===== config.mk =====
export PLATFORM = sky130hd
export DESIGN_NAME = peer_table_with_aging_core_flat
export DESIGN_NICKNAME = d
export VERILOG_FILES = /design/src/hw/rtl/pta_pkg.sv /design/src/hw/rtl/pta_req_if.sv /design/src/hw/rtl/pta_rsp_if.sv /design/src/hw/rtl/peer_table_with_aging_core.sv /design/src/hw/rtl/pta_ctrl.sv /design/src/hw/rtl/pta_dpath.sv /design/src/flat_wrapper.sv
export VERILOG_INCLUDE_DIRS = /design/src /design/src/hw/rtl
export SDC_FILE = /design/constraint.sdc
export NUM_CORES = 2
export LEC_CHECK = 0
export BUFFER_PORTS_ARGS = -buffer_cell sky130_fd_sc_hd__buf_2
export CAP_MARGIN = 25
export CORE_MARGIN = 10
export CORE_UTILIZATION = 48
export CTS_CLUSTER_SIZE = 12
export DETAILED_ROUTE_END_ITERATION = 6
export PLACE_DENSITY = 0.67
export SYNTH_ARGS = -nofsm -noshare
export SYNTH_HDL_FRONTEND = slang
export SYNTH_SLANG_ARGS = --single-unit

===== constraint.sdc =====
create_clock -name clock -period 24.4 [get_ports clock]
set_clock_uncertainty 0.15 [all_clocks]
set_input_delay 3.66 -clock clock [delete_from_list [all_inputs] [get_ports clock]]
set_output_delay 3.66 -clock clock [all_outputs]
set_load 0.02 [all_outputs]

===== src/hw/rtl/peer_table_with_aging_core_defines.svh =====
// ----------------------------------------------------------------------------
// Peer table assertion macros
// Concurrent assertion helpers, compiled out when SYNTHESIS is defined.
// ----------------------------------------------------------------------------
`ifndef PEER_TABLE_WITH_AGING_CORE_DEFINES_SVH
`define PEER_TABLE_WITH_AGING_CORE_DEFINES_SVH

`ifndef SYNTHESIS

// same-cycle implication
`define PTA_ASSERT_IMPLY(name, clk, rst, ante, cons) \
   name: assert property (@(posedge clk) disable iff (rst) (ante) |-> (cons)) \
      else $error("%m: assertion failed");

// next-cycle implication
`define PTA_ASSERT_NEXT(name, clk, rst, ante, cons) \
   name: assert property (@(posedge clk) disable iff (rst) (ante) |=> (cons)) \
      else $error("%m: assertion failed");

`else

`define PTA_ASSERT_IMPLY(name, clk, rst, ante, cons)
`define PTA_ASSERT_NEXT(name, clk, rst, ante, cons)

`endif

`endif


===== src/hw/rtl/pta_pkg.sv =====
// ----------------------------------------------------------------------------
// Peer table package
// Shared widths, codes, entry layout and controller/datapath handshake types.
// ----------------------------------------------------------------------------
`timescale 1ns / 1ps

package pta_pkg;

   localparam int PEER_SLOTS_DEF = 16;

   localparam int ADDR_W     = 48;
   localparam int TIME_W     = 32;
   localparam int MODE_W     = 2;
   localparam int STATUS_W   = 3;
   localparam int SLOT_W     = 4;
   localparam int COUNT_W    = 5;
   localparam int CSR_IDX_W  = 1;
   localparam int CSR_DATA_W = 32;

   localparam logic [TIME_W-1:0] OFFLINE_RST = 32'd60000;
   localparam logic [TIME_W-1:0] REMOVE_RST  = 32'd300000;

   // register indexes
   localparam logic [CSR_IDX_W-1:0] CSR_OFFLINE = 1'b0;
   localparam logic [CSR_IDX_W-1:0] CSR_REMOVE  = 1'b1;

   // item modes
   localparam logic [MODE_W-1:0] MODE_SEEN   = 2'd0;
   localparam logic [MODE_W-1:0] MODE_SWEEP  = 2'd1;
   localparam logic [MODE_W-1:0] MODE_REMOVE = 2'd2;

   // result status codes
   localparam logic [STATUS_W-1:0] STAT_REFRESHED = 3'd0;
   localparam logic [STATUS_W-1:0] STAT_ADDED     = 3'd1;
   localparam logic [STATUS_W-1:0] STAT_FULL      = 3'd2;
   localparam logic [STATUS_W-1:0] STAT_REMOVED   = 3'd3;
   localparam logic [STATUS_W-1:0] STAT_NOT_FOUND = 3'd4;
   localparam logic [STATUS_W-1:0] STAT_SWEPT     = 3'd5;

   typedef enum logic [2:0] {
      ST_IDLE,
      ST_SCAN,
      ST_EVAL,
      ST_UPDATE,
      ST_FINISH
   } state_type;

   typedef struct packed {
      logic [ADDR_W-1:0] addr;
      logic [TIME_W-1:0] last_seen;
      logic              online;
   } entry_type;

   typedef struct packed {
      logic load;
      logic read;
      logic eval;
      logic close;
      logic update;
      logic publish;
   } cmd_type;

   typedef struct packed {
      logic is_seen;
      logic pass_done;
      logic rsp_free;
   } stat_type;

endpackage


===== src/hw/rtl/pta_req_if.sv =====
// ----------------------------------------------------------------------------
// Peer table request channel
// Valid/ready channel carrying one table operation item.
// ----------------------------------------------------------------------------
`timescale 1ns / 1ps

interface pta_req_if;
   logic                         valid;
   logic                         ready;
   logic [pta_pkg::MODE_W-1:0]   mode;
   logic [pta_pkg::ADDR_W-1:0]   peer_addr;
   logic [pta_pkg::TIME_W-1:0]   now_ms;

   modport source (output valid, mode, peer_addr, now_ms, input ready);
   modport sink   (input valid, mode, peer_addr, now_ms, output ready);
endinterface


===== src/hw/rtl/pta_rsp_if.sv =====
// ----------------------------------------------------------------------------
// Peer table response channel
// Valid/ready channel carrying one result item per request item.
// ----------------------------------------------------------------------------
`timescale 1ns / 1ps

interface pta_rsp_if;
   logic                          valid;
   logic                          ready;
   logic [pta_pkg::STATUS_W-1:0]  status;
   logic [pta_pkg::SLOT_W-1:0]    slot;
   logic [pta_pkg::COUNT_W-1:0]   peer_count;
   logic [pta_pkg::COUNT_W-1:0]   swept_offline;
   logic [pta_pkg::COUNT_W-1:0]   swept_removed;

   modport source (output valid, status, slot, peer_count, swept_offline, swept_removed,
                   input ready);
   modport sink   (input valid, status, slot, peer_count, swept_offline, swept_removed,
                   output ready);
endinterface


===== src/hw/rtl/peer_table_with_aging_core.sv =====
// ----------------------------------------------------------------------------
// Peer table with aging
// Address-keyed peer table, packed in insertion order, with timed aging sweeps.
// ----------------------------------------------------------------------------
// Usage:
//   req_chan carries one item: mode (seen, sweep, remove), a 48-bit peer
//   address and the current millisecond time. rsp_chan returns exactly one
//   result item per request item: status, slot, peer count and sweep counts.
//   The csr_ port writes the offline and remove age limits; write it only
//   while no item is in flight.
//   Each item walks the stored entries through a single-port entry memory
//   with registered read data, one entry at a time: read, then evaluate;
//   sweep, remove and unused items write the kept entries back in
//   compacted order, and a seen item then writes its entry in an update
//   step if it was found or the table has room. One item is worked on at
//   a time.
//   The result sits in an output register: a new item is accepted while the
//   previous result waits, and if the receiver still stalls when the next
//   result is ready, the block holds it and accepts nothing until it moves.
//   Reset (synchronous) empties the table and restores the default limits;
//   no clearing pass is needed.
// ----------------------------------------------------------------------------
`timescale 1ns / 1ps

module peer_table_with_aging_core #(
   parameter int PEER_SLOTS = pta_pkg::PEER_SLOTS_DEF
) (
   input  logic                            clock,
   input  logic                            reset,
   input  logic                            csr_we,
   input  logic [pta_pkg::CSR_IDX_W-1:0]   csr_index,
   input  logic [pta_pkg::CSR_DATA_W-1:0]  csr_wdata,
   pta_req_if.sink                         req_chan,
   pta_rsp_if.source                       rsp_chan
);

   pta_pkg::cmd_type  cmd;
   pta_pkg::stat_type stat;

   pta_ctrl u_ctrl (
      .clock     (clock),
      .reset     (reset),
      .req_valid (req_chan.valid),
      .req_ready (req_chan.ready),
      .stat      (stat),
      .cmd       (cmd)
   );

   pta_dpath #(
      .PEER_SLOTS (PEER_SLOTS)
   ) u_dpath (
      .clock             (clock),
      .reset             (reset),
      .csr_we            (csr_we),
      .csr_index         (csr_index),
      .csr_wdata         (csr_wdata),
      .req_mode          (req_chan.mode),
      .req_peer_addr     (req_chan.peer_addr),
      .req_now_ms        (req_chan.now_ms),
      .rsp_ready         (rsp_chan.ready),
      .rsp_valid         (rsp_chan.valid),
      .rsp_status        (rsp_chan.status),
      .rsp_slot          (rsp_chan.slot),
      .rsp_peer_count    (rsp_chan.peer_count),
      .rsp_swept_offline (rsp_chan.swept_offline),
      .rsp_swept_removed (rsp_chan.swept_removed),
      .cmd               (cmd),
      .stat              (stat)
   );

endmodule


===== src/hw/rtl/pta_ctrl.sv =====
// ----------------------------------------------------------------------------
// Peer table controller
// Sequences the scan/compaction pass for each item and the final update for seen items.
// ----------------------------------------------------------------------------
`timescale 1ns / 1ps

module pta_ctrl (
   input  logic               clock,
   input  logic               reset,
   input  logic               req_valid,
   output logic               req_ready,
   input  pta_pkg::stat_type  stat,
   output pta_pkg::cmd_type   cmd
);

   pta_pkg::state_type state_ff;
   pta_pkg::state_type state_in;

   always_ff @(posedge clock) begin
      if (reset) begin
         state_ff <= pta_pkg::ST_IDLE;
      end else begin
         state_ff <= state_in;
      end
   end

   always_comb begin
      state_in = state_ff;
      unique case (state_ff)
         pta_pkg::ST_IDLE: begin
            if (req_valid) state_in = pta_pkg::ST_SCAN;
         end
         pta_pkg::ST_SCAN: begin
            if (!stat.pass_done) state_in = pta_pkg::ST_EVAL;
            else if (stat.is_seen) state_in = pta_pkg::ST_UPDATE;
            else state_in = pta_pkg::ST_FINISH;
         end
         pta_pkg::ST_EVAL: begin
            state_in = pta_pkg::ST_SCAN;
         end
         pta_pkg::ST_UPDATE: begin
            state_in = pta_pkg::ST_FINISH;
         end
         pta_pkg::ST_FINISH: begin
            if (stat.rsp_free) state_in = pta_pkg::ST_IDLE;
         end
         default: begin
            state_in = pta_pkg::ST_IDLE;
         end
      endcase
   end

   always_comb begin
      req_ready   = (state_ff == pta_pkg::ST_IDLE);
      cmd         = '0;
      cmd.load    = (state_ff == pta_pkg::ST_IDLE) && req_valid;
      cmd.read    = (state_ff == pta_pkg::ST_SCAN) && !stat.pass_done;
      cmd.close   = (state_ff == pta_pkg::ST_SCAN) && stat.pass_done && !stat.is_seen;
      cmd.eval    = (state_ff == pta_pkg::ST_EVAL);
      cmd.update  = (state_ff == pta_pkg::ST_UPDATE);
      cmd.publish = (state_ff == pta_pkg::ST_FINISH) && stat.rsp_free;
   end

endmodule


===== src/hw/rtl/pta_dpath.sv =====
// ----------------------------------------------------------------------------
// Peer table datapath
// Entry memory, limit registers, scan/compaction pointers and result register.
// ----------------------------------------------------------------------------
`timescale 1ns / 1ps
`include "peer_table_with_aging_core_defines.svh"

module pta_dpath #(
   parameter int PEER_SLOTS = pta_pkg::PEER_SLOTS_DEF
) (
   input  logic                             clock,
   input  logic                             reset,
   input  logic                             csr_we,
   input  logic [pta_pkg::CSR_IDX_W-1:0]    csr_index,
   input  logic [pta_pkg::CSR_DATA_W-1:0]   csr_wdata,
   input  logic [pta_pkg::MODE_W-1:0]       req_mode,
   input  logic [pta_pkg::ADDR_W-1:0]       req_peer_addr,
   input  logic [pta_pkg::TIME_W-1:0]       req_now_ms,
   input  logic                             rsp_ready,
   output logic                             rsp_valid,
   output logic [pta_pkg::STATUS_W-1:0]     rsp_status,
   output logic [pta_pkg::SLOT_W-1:0]       rsp_slot,
   output logic [pta_pkg::COUNT_W-1:0]      rsp_peer_count,
   output logic [pta_pkg::COUNT_W-1:0]      rsp_swept_offline,
   output logic [pta_pkg::COUNT_W-1:0]      rsp_swept_removed,
   input  pta_pkg::cmd_type                 cmd,
   output pta_pkg::stat_type                stat
);

   localparam int IDX_W = (PEER_SLOTS > 1) ? $clog2(PEER_SLOTS) : 1;
   localparam int CNT_W = $clog2(PEER_SLOTS + 1);
   localparam int EXT_W = CNT_W + pta_pkg::COUNT_W;

   // entry storage
   pta_pkg::entry_type mem [PEER_SLOTS];
   pta_pkg::entry_type rdata_ff;

   // limits
   logic [pta_pkg::TIME_W-1:0] cfg_offline_ff, cfg_offline_in;
   logic [pta_pkg::TIME_W-1:0] cfg_remove_ff, cfg_remove_in;

   // latched item
   logic [pta_pkg::MODE_W-1:0] mode_ff, mode_in;
   logic [pta_pkg::ADDR_W-1:0] addr_ff, addr_in;
   logic [pta_pkg::TIME_W-1:0] now_ff, now_in;

   // pass state
   logic [CNT_W-1:0] count_ff, count_in;
   logic [CNT_W-1:0] rd_ff, rd_in;
   logic [CNT_W-1:0] wr_ff, wr_in;
   logic             found_ff, found_in;
   logic [IDX_W-1:0] hit_ff, hit_in;
   logic [CNT_W-1:0] n_off_ff, n_off_in;
   logic [CNT_W-1:0] n_rem_ff, n_rem_in;
   logic [pta_pkg::STATUS_W-1:0] res_status_ff, res_status_in;
   logic [IDX_W-1:0] res_slot_ff, res_slot_in;

   // result register
   logic                          rsp_valid_ff, rsp_valid_in;
   logic [pta_pkg::STATUS_W-1:0]  rsp_status_ff, rsp_status_in;
   logic [pta_pkg::SLOT_W-1:0]    rsp_slot_ff, rsp_slot_in;
   logic [pta_pkg::COUNT_W-1:0]   rsp_count_ff, rsp_count_in;
   logic [pta_pkg::COUNT_W-1:0]   rsp_off_ff, rsp_off_in;
   logic [pta_pkg::COUNT_W-1:0]   rsp_rem_ff, rsp_rem_in;

   // evaluation of the entry just read
   logic [pta_pkg::TIME_W-1:0] age;
   logic                       is_old;
   logic                       is_stale;
   logic                       addr_hit;
   logic                       is_sweep;
   logic                       is_remove;
   logic                       is_seen;
   logic                       drop;
   logic                       has_room;
   pta_pkg::entry_type         kept;

   // write port
   logic                       we;
   logic [IDX_W-1:0]           waddr;
   pta_pkg::entry_type         wdata;

   logic [EXT_W-1:0] slot_ext;
   logic [EXT_W-1:0] count_ext;
   logic [EXT_W-1:0] off_ext;
   logic [EXT_W-1:0] rem_ext;

   assign is_seen   = (mode_ff == pta_pkg::MODE_SEEN);
   assign is_sweep  = (mode_ff == pta_pkg::MODE_SWEEP);
   assign is_remove = (mode_ff == pta_pkg::MODE_REMOVE);

   assign age      = now_ff - rdata_ff.last_seen;
   assign is_old   = (age > cfg_offline_ff);
   assign is_stale = is_old && (age > cfg_remove_ff);
   assign addr_hit = (rdata_ff.addr == addr_ff);
   // unused mode keeps every entry
   assign drop     = (is_sweep && is_stale) || (is_remove && addr_hit);
   assign has_room = (count_ff < CNT_W'(PEER_SLOTS));

   always_comb begin
      kept        = rdata_ff;
      kept.online = rdata_ff.online && !(is_sweep && is_old);
   end

   always_comb begin
      we    = 1'b0;
      waddr = wr_ff[IDX_W-1:0];
      wdata = kept;
      if (cmd.update) begin
         we              = found_ff || has_room;
         waddr           = found_ff ? hit_ff : count_ff[IDX_W-1:0];
         wdata.addr      = addr_ff;
         wdata.last_seen = now_ff;
         wdata.online    = 1'b1;
      end else if (cmd.eval) begin
         we = !is_seen && !drop;
      end
   end

   always_ff @(posedge clock) begin
      if (we) begin
         mem[waddr] <= wdata;
      end
      if (cmd.read) begin
         rdata_ff <= mem[rd_ff[IDX_W-1:0]];
      end
   end

   always_comb begin
      cfg_offline_in = cfg_offline_ff;
      cfg_remove_in  = cfg_remove_ff;
      if (csr_we) begin
         unique case (csr_index)
            pta_pkg::CSR_OFFLINE: cfg_offline_in = csr_wdata;
            pta_pkg::CSR_REMOVE:  cfg_remove_in  = csr_wdata;
            default: begin
            end
         endcase
      end
   end

   always_comb begin
      mode_in       = mode_ff;
      addr_in       = addr_ff;
      now_in        = now_ff;
      count_in      = count_ff;
      rd_in         = rd_ff;
      wr_in         = wr_ff;
      found_in      = found_ff;
      hit_in        = hit_ff;
      n_off_in      = n_off_ff;
      n_rem_in      = n_rem_ff;
      res_status_in = res_status_ff;
      res_slot_in   = res_slot_ff;

      if (cmd.load) begin
         mode_in  = req_mode;
         addr_in  = req_peer_addr;
         now_in   = req_now_ms;
         rd_in    = '0;
         wr_in    = '0;
         found_in = 1'b0;
         hit_in   = '0;
         n_off_in = '0;
         n_rem_in = '0;
      end

      if (cmd.eval) begin
         rd_in = rd_ff + CNT_W'(1);
         if (!is_seen && !drop) begin
            wr_in = wr_ff + CNT_W'(1);
         end
         if ((is_seen || is_remove) && addr_hit && !found_ff) begin
            found_in = 1'b1;
            hit_in   = rd_ff[IDX_W-1:0];
         end
         if (is_sweep) begin
            n_off_in = n_off_ff + CNT_W'(is_old);
            n_rem_in = n_rem_ff + CNT_W'(is_stale);
         end
      end

      if (cmd.close) begin
         count_in    = wr_ff;
         res_slot_in = found_ff ? hit_ff : '0;
         if (is_sweep) res_status_in = pta_pkg::STAT_SWEPT;
         else if (is_remove && found_ff) res_status_in = pta_pkg::STAT_REMOVED;
         else res_status_in = pta_pkg::STAT_NOT_FOUND;
      end

      if (cmd.update) begin
         priority if (found_ff) begin
            res_status_in = pta_pkg::STAT_REFRESHED;
            res_slot_in   = hit_ff;
         end else if (has_room) begin
            res_status_in = pta_pkg::STAT_ADDED;
            res_slot_in   = count_ff[IDX_W-1:0];
            count_in      = count_ff + CNT_W'(1);
         end else begin
            res_status_in = pta_pkg::STAT_FULL;
            res_slot_in   = '0;
         end
      end
   end

   assign slot_ext  = EXT_W'(res_slot_ff);
   assign count_ext = EXT_W'(count_ff);
   assign off_ext   = EXT_W'(n_off_ff);
   assign rem_ext   = EXT_W'(n_rem_ff);

   always_comb begin
      rsp_valid_in  = rsp_valid_ff;
      rsp_status_in = rsp_status_ff;
      rsp_slot_in   = rsp_slot_ff;
      rsp_count_in  = rsp_count_ff;
      rsp_off_in    = rsp_off_ff;
      rsp_rem_in    = rsp_rem_ff;
      if (cmd.publish) begin
         rsp_valid_in  = 1'b1;
         rsp_status_in = res_status_ff;
         rsp_slot_in   = slot_ext[pta_pkg::SLOT_W-1:0];
         rsp_count_in  = count_ext[pta_pkg::COUNT_W-1:0];
         rsp_off_in    = off_ext[pta_pkg::COUNT_W-1:0];
         rsp_rem_in    = rem_ext[pta_pkg::COUNT_W-1:0];
      end else if (rsp_ready) begin
         rsp_valid_in = 1'b0;
      end
   end

   always_ff @(posedge clock) begin
      if (reset) begin
         cfg_offline_ff <= pta_pkg::OFFLINE_RST;
         cfg_remove_ff  <= pta_pkg::REMOVE_RST;
         count_ff       <= '0;
         rd_ff          <= '0;
         wr_ff          <= '0;
         found_ff       <= 1'b0;
         rsp_valid_ff   <= 1'b0;
      end else begin
         cfg_offline_ff <= cfg_offline_in;
         cfg_remove_ff  <= cfg_remove_in;
         count_ff       <= count_in;
         rd_ff          <= rd_in;
         wr_ff          <= wr_in;
         found_ff       <= found_in;
         rsp_valid_ff   <= rsp_valid_in;
      end
   end

   always_ff @(posedge clock) begin
      mode_ff       <= mode_in;
      addr_ff       <= addr_in;
      now_ff        <= now_in;
      hit_ff        <= hit_in;
      n_off_ff      <= n_off_in;
      n_rem_ff      <= n_rem_in;
      res_status_ff <= res_status_in;
      res_slot_ff   <= res_slot_in;
      rsp_status_ff <= rsp_status_in;
      rsp_slot_ff   <= rsp_slot_in;
      rsp_count_ff  <= rsp_count_in;
      rsp_off_ff    <= rsp_off_in;
      rsp_rem_ff    <= rsp_rem_in;
   end

   always_comb begin
      stat           = '0;
      stat.is_seen   = is_seen;
      stat.pass_done = (rd_ff == count_ff);
      stat.rsp_free  = !rsp_valid_ff || rsp_ready;
   end

   assign rsp_valid         = rsp_valid_ff;
   assign rsp_status        = rsp_status_ff;
   assign rsp_slot          = rsp_slot_ff;
   assign rsp_peer_count    = rsp_count_ff;
   assign rsp_swept_offline = rsp_off_ff;
   assign rsp_swept_removed = rsp_rem_ff;

   // compaction never writes past what it has read, and the table never overfills
   `PTA_ASSERT_IMPLY(a_count_bound, clock, reset, 1'b1, count_ff <= CNT_W'(PEER_SLOTS))
   `PTA_ASSERT_IMPLY(a_wr_behind_rd, clock, reset, 1'b1, wr_ff <= rd_ff)
   `PTA_ASSERT_NEXT(a_publish_valid, clock, reset, cmd.publish, rsp_valid_ff)

endmodule

===== src/flat_wrapper.sv =====
// flat-port wrapper written by rule: the top's interface ports become plain ports
module peer_table_with_aging_core_flat 
#(
   parameter int PEER_SLOTS = pta_pkg::PEER_SLOTS_DEF
)
  (clock, reset, csr_we, csr_index, csr_wdata, req_chan_valid, req_chan_mode, req_chan_peer_addr, req_chan_now_ms, req_chan_ready, rsp_chan_valid, rsp_chan_status, rsp_chan_slot, rsp_chan_peer_count, rsp_chan_swept_offline, rsp_chan_swept_removed, rsp_chan_ready);
  pta_req_if req_chan_i ();
  pta_rsp_if rsp_chan_i ();
  input  logic clock;
  input  logic reset;
  input  logic csr_we;
  input  logic [pta_pkg::CSR_IDX_W-1:0] csr_index;
  input  logic [pta_pkg::CSR_DATA_W-1:0] csr_wdata;
  input wire logic [$bits(req_chan_i.valid)-1:0] req_chan_valid;
  input wire logic [$bits(req_chan_i.mode)-1:0] req_chan_mode;
  input wire logic [$bits(req_chan_i.peer_addr)-1:0] req_chan_peer_addr;
  input wire logic [$bits(req_chan_i.now_ms)-1:0] req_chan_now_ms;
  output wire logic [$bits(req_chan_i.ready)-1:0] req_chan_ready;
  output wire logic [$bits(rsp_chan_i.valid)-1:0] rsp_chan_valid;
  output wire logic [$bits(rsp_chan_i.status)-1:0] rsp_chan_status;
  output wire logic [$bits(rsp_chan_i.slot)-1:0] rsp_chan_slot;
  output wire logic [$bits(rsp_chan_i.peer_count)-1:0] rsp_chan_peer_count;
  output wire logic [$bits(rsp_chan_i.swept_offline)-1:0] rsp_chan_swept_offline;
  output wire logic [$bits(rsp_chan_i.swept_removed)-1:0] rsp_chan_swept_removed;
  input wire logic [$bits(rsp_chan_i.ready)-1:0] rsp_chan_ready;
  assign req_chan_i.valid = req_chan_valid;
  assign req_chan_i.mode = req_chan_mode;
  assign req_chan_i.peer_addr = req_chan_peer_addr;
  assign req_chan_i.now_ms = req_chan_now_ms;
  assign req_chan_ready = req_chan_i.ready;
  assign rsp_chan_valid = rsp_chan_i.valid;
  assign rsp_chan_status = rsp_chan_i.status;
  assign rsp_chan_slot = rsp_chan_i.slot;
  assign rsp_chan_peer_count = rsp_chan_i.peer_count;
  assign rsp_chan_swept_offline = rsp_chan_i.swept_offline;
  assign rsp_chan_swept_removed = rsp_chan_i.swept_removed;
  assign rsp_chan_i.ready = rsp_chan_ready;
  peer_table_with_aging_core #(.PEER_SLOTS(PEER_SLOTS)) u_core (.clock(clock), .reset(reset), .csr_we(csr_we), .csr_index(csr_index), .csr_wdata(csr_wdata), .req_chan(req_chan_i), .rsp_chan(rsp_chan_i));
endmodule

# Word level (Yosys, flattened, before mapping)
# Memory sizes are Yosys's and may differ from the RTL's. A register that Yosys moved wholly into a read port is not among the register bits.
# Index checks and enable logic that the tools add are counted.
# W data, S select, Z words.
# op_classes
addsub	6
n_lt_le_gt_ge	3
n_eq_ne	10
mux	46
bitwise	1
n_reduce_logical	32
# op_table
op	count
$mux W81	1
$mux W5	15
$gt A32 B32 Y1	2
$eq A48 B48 Y1	1
$mux W4	10
$sub A32 B32 Y32	1
$mux W3	8
$add A5 B1 Y5 const B	3
$pmux W3 S5	1
$logic_and A1 B1 Y1	14
$add A5 B1 Y5	2
$mux W1	9
$eq A3 B2 Y1 const B	2
$logic_not A1 Y1	6
$reduce_and A2 Y1	3
$reduce_bool A2 Y1	3
$eq A5 B5 Y1	1
$lt A5 B5 Y1 const B	1
$logic_or A1 B1 Y1	4
$mux W2	2
$ne A2 B2 Y1 const B	2
$eq A3 B1 Y1 const B	1
$eq A3 B3 Y1 const B	1
$logic_not A3 Y1	1
other kinds (4)	4
# word_totals
ff_bits	209
ram_bits	1296
inputBits	120
output_inout_bits	24
word_cells	120
mem_count	1
# mem_list
name	depth	word_bits	read_ports	rd_clocked_by_memory_dff	wr	line	rtl
u_core.u_dpath.mem	16	81	1	1	1	pta_dpath.sv:35	pta_pkg::entry_type mem [PEER_SLOTS];

# Logic depth before layout (Yosys ltp)
# logic_depth
ltp_word	11
depth_mapped	24
depth_no_buf	24

# Modules after synthesis
# Synthesis repeated with hierarchy kept, for this count alone.
# unflattened
cells_unflattened	3160
hier_area_um2	62361.1
# modules_own_cells
module	n_inst	cells_per_inst	area_each_um2	seq_area_each_um2
pta_dpath	1	3137	62173.4	46074.2
pta_ctrl	1	23	187.7	60.1

# Least setup slack after synthesis
# Ideal clock, no wire load.
# synth_path
path_type	register -> register
startpoint	register u_core.u_dpath.now_ff[0] (netlist bit)
endpoint	memory u_core.u_dpath.mem[0][10] (netlist bit) (enable)
setup_time_ns	0.715
t_arrival_ns	11.503
t_required_ns	23.535
slack_ns	12.032
path_stages_with_launch	22
path_buffers	0
period_less_slack_ns	12.368
path_cell_list	edfxtp_1 inv_1 ha_1 inv_1 fa_1 a21oi_1 nand4b_1 a21oi_1 o2111ai_1 a21oi_1 a221o_1 a21oi_1 xnor2_1 ha_1 a21o_1 a21o_1 a221o_1 a2111o_1 nand2_1 a22oi_2 o211a_4 nor4_1
# synth_between
elab_chain_cells	11
word_cells_on_any_way	12
classes_between	add/sub: 1; order compare: 2; mux: 4; reduce/logical: 5
# synth_rtl
item	line	rtl
start: declaration	pta_dpath.sv:45	logic [pta_pkg::TIME_W-1:0] now_ff, now_in;
start signal: assignment	pta_dpath.sv:253	now_ff <= now_in;
$sub A32 B32 Y32 *	pta_dpath.sv:92	assign age = now_ff - rdata_ff.last_seen;
$gt A32 B32 Y1, on equally long branches	pta_dpath.sv:93, pta_dpath.sv:94	
$logic_and A1 B1 Y1 *	pta_dpath.sv:94	assign is_stale = is_old && (age > cfg_remove_ff);
$logic_and A1 B1 Y1 *	pta_dpath.sv:97	assign drop = (is_sweep && is_stale) || (is_remove && addr_hit);
$logic_or A1 B1 Y1 *	pta_dpath.sv:97	
$logic_not A1 Y1 *	pta_dpath.sv:116	we = !is_seen && !drop;
$logic_and A1 B1 Y1 *	pta_dpath.sv:116	
$mux W1 *	pta_dpath.sv:115	end else if (cmd.eval) begin
$mux W1 *	pta_dpath.sv:109	if (cmd.update) begin
$mux W1 *	pta_dpath.sv:121	if (we) begin
$mux W1 (implied by the code) *	pta_dpath.sv:122	mem[waddr] <= wdata;
end: declaration	pta_dpath.sv:35	
# Mark *: on every way between the ends. The rest lies on a longest branch, timed or not.

# Final worst setup path
# layout_path
startpoint	register u_core.u_dpath.now_ff[0] (netlist bit)
endpoint	memory u_core.u_dpath.mem[12][3] (netlist bit) (enable)
# Same word-level chain as after synthesis.

==> flow_results.xml <==
<?xml version="1.0" encoding="UTF-8"?>
<metrics>
  <group name="synthesis">
    <metric name="syn_nets" unit="">3470</metric>
    <metric name="netlist_top_cells_count" unit="">sky130_fd_sc_hd__edfxtp_1 (1471), sky130_fd_sc_hd__mux4_2 (400), sky130_fd_sc_hd__nand2_1 (321)</metric>
    <metric name="synth_seq_area_share" unit="">0.739</metric>
    <metric name="yosysWarnings" unit="">0</metric>
    <metric name="synth_top_cell_by_area" unit="">sky130_fd_sc_hd__edfxtp_1</metric>
    <metric name="synthCells" unit="">3247</metric>
    <metric name="postSynth.asyncResetShare" unit="">0</metric>
    <metric name="synth.area.top_cells" unit="">sky130_fd_sc_hd__edfxtp_1 (71%), sky130_fd_sc_hd__mux4_2 (14%), sky130_fd_sc_hd__dfxtp_1 (3.1%), sky130_fd_sc_hd__ha_1 (2.0%), sky130_fd_sc_hd__nand2_1 (1.9%)</metric>
    <metric name="synthesis.area" unit="um^2">62400</metric>
    <metric name="synth-edff-count" unit="">1471</metric>
    <metric name="synth.top_cell.area_share" unit="">0.708</metric>
    <metric name="postSynthRegisterBits" unit="">1569</metric>
    <metric name="synth_cell_types" unit="">72</metric>
    <metric name="ys_dominant_reg_cell" unit="">sky130_fd_sc_hd__edfxtp_1</metric>
    <metric name="average_cell_area_after_synthesis" unit="um^2">19.2</metric>
    <metric name="synth.most_common_cell" unit="">sky130_fd_sc_hd__edfxtp_1</metric>
  </group>
  <group name="worst_setup_path">
    <metric name="crit_buf_inv" unit="">4</metric>
    <metric name="worst_path_largest_cell_delay" unit="ps">830</metric>
    <metric name="timing.reg2reg.worst_path_depth" unit="">22</metric>
    <metric name="critical_path_peak_fanout" unit="">53</metric>
    <metric name="required" unit="ps">24650</metric>
    <metric name="timing_worst_setup_path_type" unit="">reg2reg</metric>
    <metric name="crit-reg2reg-launch" unit="">u_core.u_dpath.now_ff[0]</metric>
    <metric name="critPathArrivalTime" unit="ps">7210</metric>
    <metric name="crit_reg_reg_endpoint" unit="">u_core.u_dpath.mem[12][3]</metric>
    <metric name="critical-path-top-delay-family" unit="">compound AO/OA/AOI/OAI gates</metric>
    <metric name="critPathLaunchType" unit="">flip-flop</metric>
    <metric name="crit_path_cell_trace" unit="">inv_1 -&gt; ha_1 -&gt; inv_1 -&gt; fa_1 -&gt; a21oi_1 -&gt; nand4b_1 -&gt; a211o_1 -&gt; o211ai_1 -&gt; o41ai_2 -&gt; o2111ai_1 -&gt; a21oi_1 -&gt; xnor2_1 -&gt; ha_1 -&gt; nand4_1 -&gt; nor4_1 -&gt; nand3_1 -&gt; o211ai_1 -&gt; a22oi_2 -&gt; o211a_4 -&gt; nor4_2 -&gt; buf_4 -&gt; buf_4</metric>
    <metric name="worst_setup_path_end_kind" unit="">flip-flop</metric>
    <metric name="worst-r2r-setup-slack" unit="ps">17440</metric>
    <metric name="timing.critical_path.slowest_stage_cell" unit="">sky130_fd_sc_hd__buf_4</metric>
  </group>
  <group name="floorplanning">
    <metric name="core_area" unit="um^2">129000</metric>
    <metric name="count_of_boundary_i_o_pins" unit="">144</metric>
    <metric name="dieArea" unit="um^2">145000</metric>
    <metric name="die_width" unit="um">381</metric>
    <metric name="die-height" unit="um">381</metric>
    <metric name="placement_rows" unit="">132</metric>
    <metric name="floorplan.initialDensity" unit="">0.483</metric>
  </group>
  <group name="clock_tree">
    <metric name="clock_insertion_delay_worst_skew" unit="ps">810</metric>
    <metric name="cts_resized" unit="">0</metric>
    <metric name="num_cts_buffers" unit="">160</metric>
    <metric name="clk_pin_slew_worst_paths" unit="ps">60</metric>
    <metric name="cts_setup_buffers" unit="">0</metric>
    <metric name="clock-sinks" unit="">1569</metric>
    <metric name="cts-htree-levels" unit="">4</metric>
    <metric name="postCtsHoldBufs" unit="">0</metric>
    <metric name="cell_at_the_root_of_the_clock_tree" unit="">sky130_fd_sc_hd__clkbuf_16</metric>
    <metric name="tritoncts" unit="">built</metric>
    <metric name="cts_max_path_buffers" unit="">3</metric>
  </group>
  <group name="pwr">
    <metric name="power.ir.vdd_worst" unit="mV">0.0688</metric>
    <metric name="p_comb_frac" unit="">0.043</metric>
    <metric name="cellLeakagePower" unit="nW">22.7</metric>
    <metric name="p_sw_frac" unit="">0.214</metric>
    <metric name="clock_power_share" unit="">0.415</metric>
    <metric name="fraction_of_power_consumed_by_sequential_logic" unit="">0.543</metric>
    <metric name="cellPowerDensity" unit="nW/um^2">77.4</metric>
    <metric name="internal_power" unit="mW">4.30</metric>
    <metric name="netSwitchingPower" unit="mW">1.17</metric>
  </group>
  <group name="placement">
    <metric name="globalplace.congestion" unit="">0.867</metric>
    <metric name="numPlacedInstances" unit="">5087</metric>
    <metric name="dp.final_hpwl" unit="um">84000</metric>
    <metric name="placed_area" unit="um^2">65700</metric>
    <metric name="portBuffers" unit="">143</metric>
  </group>
  <group name="finish">
    <metric name="final_area" unit="um^2">70700</metric>
    <metric name="final-instance-count-excl-fill" unit="">5358</metric>
    <metric name="layout-area-overhead-vs-synth" unit="%">13.2</metric>
    <metric name="share_of_cells_above_drive_strength_1" unit="">0.246</metric>
    <metric name="finalNetCount" unit="">3739</metric>
  </group>
  <group name="min_path">
    <metric name="worst_hold_path.num_cells" unit="">0</metric>
    <metric name="hold_path_startpoint" unit="">u_core.u_dpath.res_status_ff[1]</metric>
    <metric name="min-delay-path-class" unit="">reg2reg</metric>
    <metric name="worstHoldEndpoint" unit="">u_core.u_dpath.rsp_status[1]</metric>
  </group>
  <group name="routing">
    <metric name="detailroute.via_count" unit="">31300</metric>
    <metric name="postRouteWirelength" unit="um">142000</metric>
    <metric name="remaining_drc_errors" unit="">0</metric>
    <metric name="routed_via_density" unit="">5.85</metric>
    <metric name="detail-route-antenna-nets" unit="">0</metric>
    <metric name="initial_drc_count" unit="">3129</metric>
    <metric name="drt_pre_antenna_iters" unit="">6</metric>
    <metric name="avgRoutedWirePerCell" unit="um">26.5</metric>
  </group>
  <group name="timing">
    <metric name="fmaxAchievable" unit="MHz">144</metric>
    <metric name="tightest_slew" unit="ps">1100</metric>
    <metric name="timing_hold_violations_final" unit="">0</metric>
    <metric name="slew-limit-headroom" unit="">0.266</metric>
    <metric name="slew_viol_final" unit="">0</metric>
    <metric name="final_period_minus_worst_setup_slack" unit="ps">6960</metric>
    <metric name="unrepaired_setup_endpoints_after_global_routing" unit="">no</metric>
    <metric name="finalSetupTns" unit="ps">0</metric>
    <metric name="timing.final.crit_share" unit="">0.285</metric>
    <metric name="timing.final.setup_violations" unit="">0</metric>
  </group>
  <group name="flow_run">
    <metric name="drv_cap" unit="">0</metric>
  </group>
  <group name="grt">
    <metric name="first_global_vias" unit="">31900</metric>
    <metric name="wire_length_of_the_first_global_routing_pass" unit="um">213000</metric>
    <metric name="pin_count_of_the_biggest_net_entering_global_routing" unit="">144</metric>
    <metric name="globalRoute.totalOverflow" unit="">0</metric>
    <metric name="grt_antenna_before_repair" unit="">9</metric>
    <metric name="global_route.usage.total" unit="">0.195</metric>
  </group>
  <group name="outcome">
    <metric name="run_status" unit="">finished clean</metric>
  </group>
</metrics>
==> state kept, by name, indices dropped and copies added (netlist names) <==
| signal | flops |
|---|---|
| u_core.u_dpath.cfg_offline_ff | 32 |
| u_core.u_dpath.count_ff | 5 |
| u_core.u_dpath.rd_ff | 5 |
| u_core.u_dpath.hit_ff | 4 |
| u_core.u_dpath.mode_ff | 2 |
| u_core.u_dpath.rsp_slot | 4 |
| u_core.u_dpath.rsp_swept_removed | 5 |
| u_core.u_dpath.addr_ff | 48 |
| u_core.u_dpath.res_slot_ff | 4 |
| u_core.u_dpath.rsp_peer_count | 5 |
| u_core.u_dpath.n_rem_ff | 5 |
| u_core.u_dpath.mem | 1280 |
| u_core.u_dpath.rsp_swept_offline | 5 |
| u_core.u_ctrl.state_ff | 3 |
| u_core.u_dpath.cfg_remove_ff | 32 |
| u_core.u_dpath.found_ff | 1 |
| u_core.u_dpath.res_status_ff | 3 |
| u_core.u_dpath.now_ff | 32 |
| u_core.u_dpath.wr_ff | 5 |
| u_core.u_dpath.n_off_ff | 5 |
| u_core.u_dpath.kept | 80 |
| u_core.u_dpath.rsp_valid | 1 |
| u_core.u_dpath.rsp_status | 3 |
==> cells in the final DEF, fill, tap and decap left out, types with 49 or more instances in the layout <==
| master | n |
|---|---|
| sky130_fd_sc_hd__buf_2 | 144 |
| sky130_fd_sc_hd__inv_1 | 117 |
| sky130_fd_sc_hd__ha_1 | 102 |
| sky130_fd_sc_hd__edfxtp_1 | 1471 |
| sky130_fd_sc_hd__nor2_1 | 49 |
| sky130_fd_sc_hd__mux4_2 | 400 |
| sky130_fd_sc_hd__clkbuf_16 | 162 |
| sky130_fd_sc_hd__buf_4 | 97 |
| sky130_fd_sc_hd__dfxtp_1 | 95 |
| sky130_fd_sc_hd__a21oi_1 | 108 |
| sky130_fd_sc_hd__nand2_1 | 321 |
==> cell families after synthesis <==
family | count (synthesis) | share of synthesized area
AND/OR/NAND/NOR | 538 | 0.0389
XOR/XNOR | 66 | 0.00926
multiplexers | 410 | 0.146
adder cells (fa/ha/maj) | 103 | 0.0208
flip-flops | 1569 | 0.739
buffers and inverters | 264 | 0.0161
AO/OA/AOI/OAI | 297 | 0.0298
==> metrics by stage <==
step	power [mW]	setup WS, ps	hold slack (ps)	util
floorplan	3.17	12030	250	-
global placement	3.25	17530	255	0.507
detailed placement	3.26	17430	257	0.508
CTS	5.52	17420	268	0.545
global route	5.65	16940	271	0.546
finish	5.47	17440	270	0.546
==> final cells by class <==
cell class	instances	area, um^2
Clock buffer	214	4290
Timing Repair Buffer	251	1670
Clock inverter	46	513
Multi-Input combinational cell	1414	15400
Fill cell	9777	58700
Inverter	120	460
Antenna cell	2	5.00
Sequential cell	1569	46100
Tap cell	1742	2180
==> worst max-delay path by stage <==
stage / start / to / slack (ps) / cells after the start
floorplan: u_core.u_dpath.now_ff[0] / u_core.u_dpath.mem[0][10] / 12030 / 21
global placement: u_core.u_dpath.now_ff[0] / u_core.u_dpath.mem[12][34] / 17530 / 23
detailed placement: u_core.u_dpath.now_ff[0] / u_core.u_dpath.mem[12][34] / 17430 / 23
CTS: u_core.u_dpath.now_ff[0] / u_core.u_dpath.mem[12][60] / 17420 / 23
global route: u_core.u_dpath.now_ff[0] / u_core.u_dpath.mem[12][37] / 16940 / 22
finish: u_core.u_dpath.now_ff[0] / u_core.u_dpath.mem[12][3] / 17440 / 22
==> power groups by stage <==
stage               combinational, mW  sequential (mW)  clock [mW]
floorplan                       0.154             3.02           0
global placement                0.230             3.02           0
detailed placement              0.232             3.02           0
CTS                             0.234             2.97        2.32
global route                    0.257             2.97        2.42
finish                          0.233             2.97        2.27
==> worst reg2reg max path: stages (launching register included) <==
cell and delay (ps):
sky130_fd_sc_hd__edfxtp_1 350, sky130_fd_sc_hd__inv_1 110, sky130_fd_sc_hd__ha_1 180, sky130_fd_sc_hd__inv_1 60, sky130_fd_sc_hd__fa_1 410, sky130_fd_sc_hd__a21oi_1 180
sky130_fd_sc_hd__nand4b_1 230, sky130_fd_sc_hd__a211o_1 170, sky130_fd_sc_hd__o211ai_1 180, sky130_fd_sc_hd__o41ai_2 470, sky130_fd_sc_hd__o2111ai_1 190, sky130_fd_sc_hd__a21oi_1 200
sky130_fd_sc_hd__xnor2_1 120, sky130_fd_sc_hd__ha_1 310, sky130_fd_sc_hd__nand4_1 150, sky130_fd_sc_hd__nor4_1 400, sky130_fd_sc_hd__nand3_1 150, sky130_fd_sc_hd__o211ai_1 160
sky130_fd_sc_hd__a22oi_2 240, sky130_fd_sc_hd__o211a_4 430, sky130_fd_sc_hd__nor4_2 370, sky130_fd_sc_hd__buf_4 440, sky130_fd_sc_hd__buf_4 840
==> per-layer routing <==
metal | part of all wire | global-route usage | vias up
met4 | 0.022 | 0.0509 | 0
met3 | 0.064 | 0.0342 | 207
met5 | 0 | 0 | -
met1 | 0.43 | 0.272 | 16400
met2 | 0.49 | 0.319 | 1103
li1 | - | - | 13600
Power figures use the tool's default switching activity.
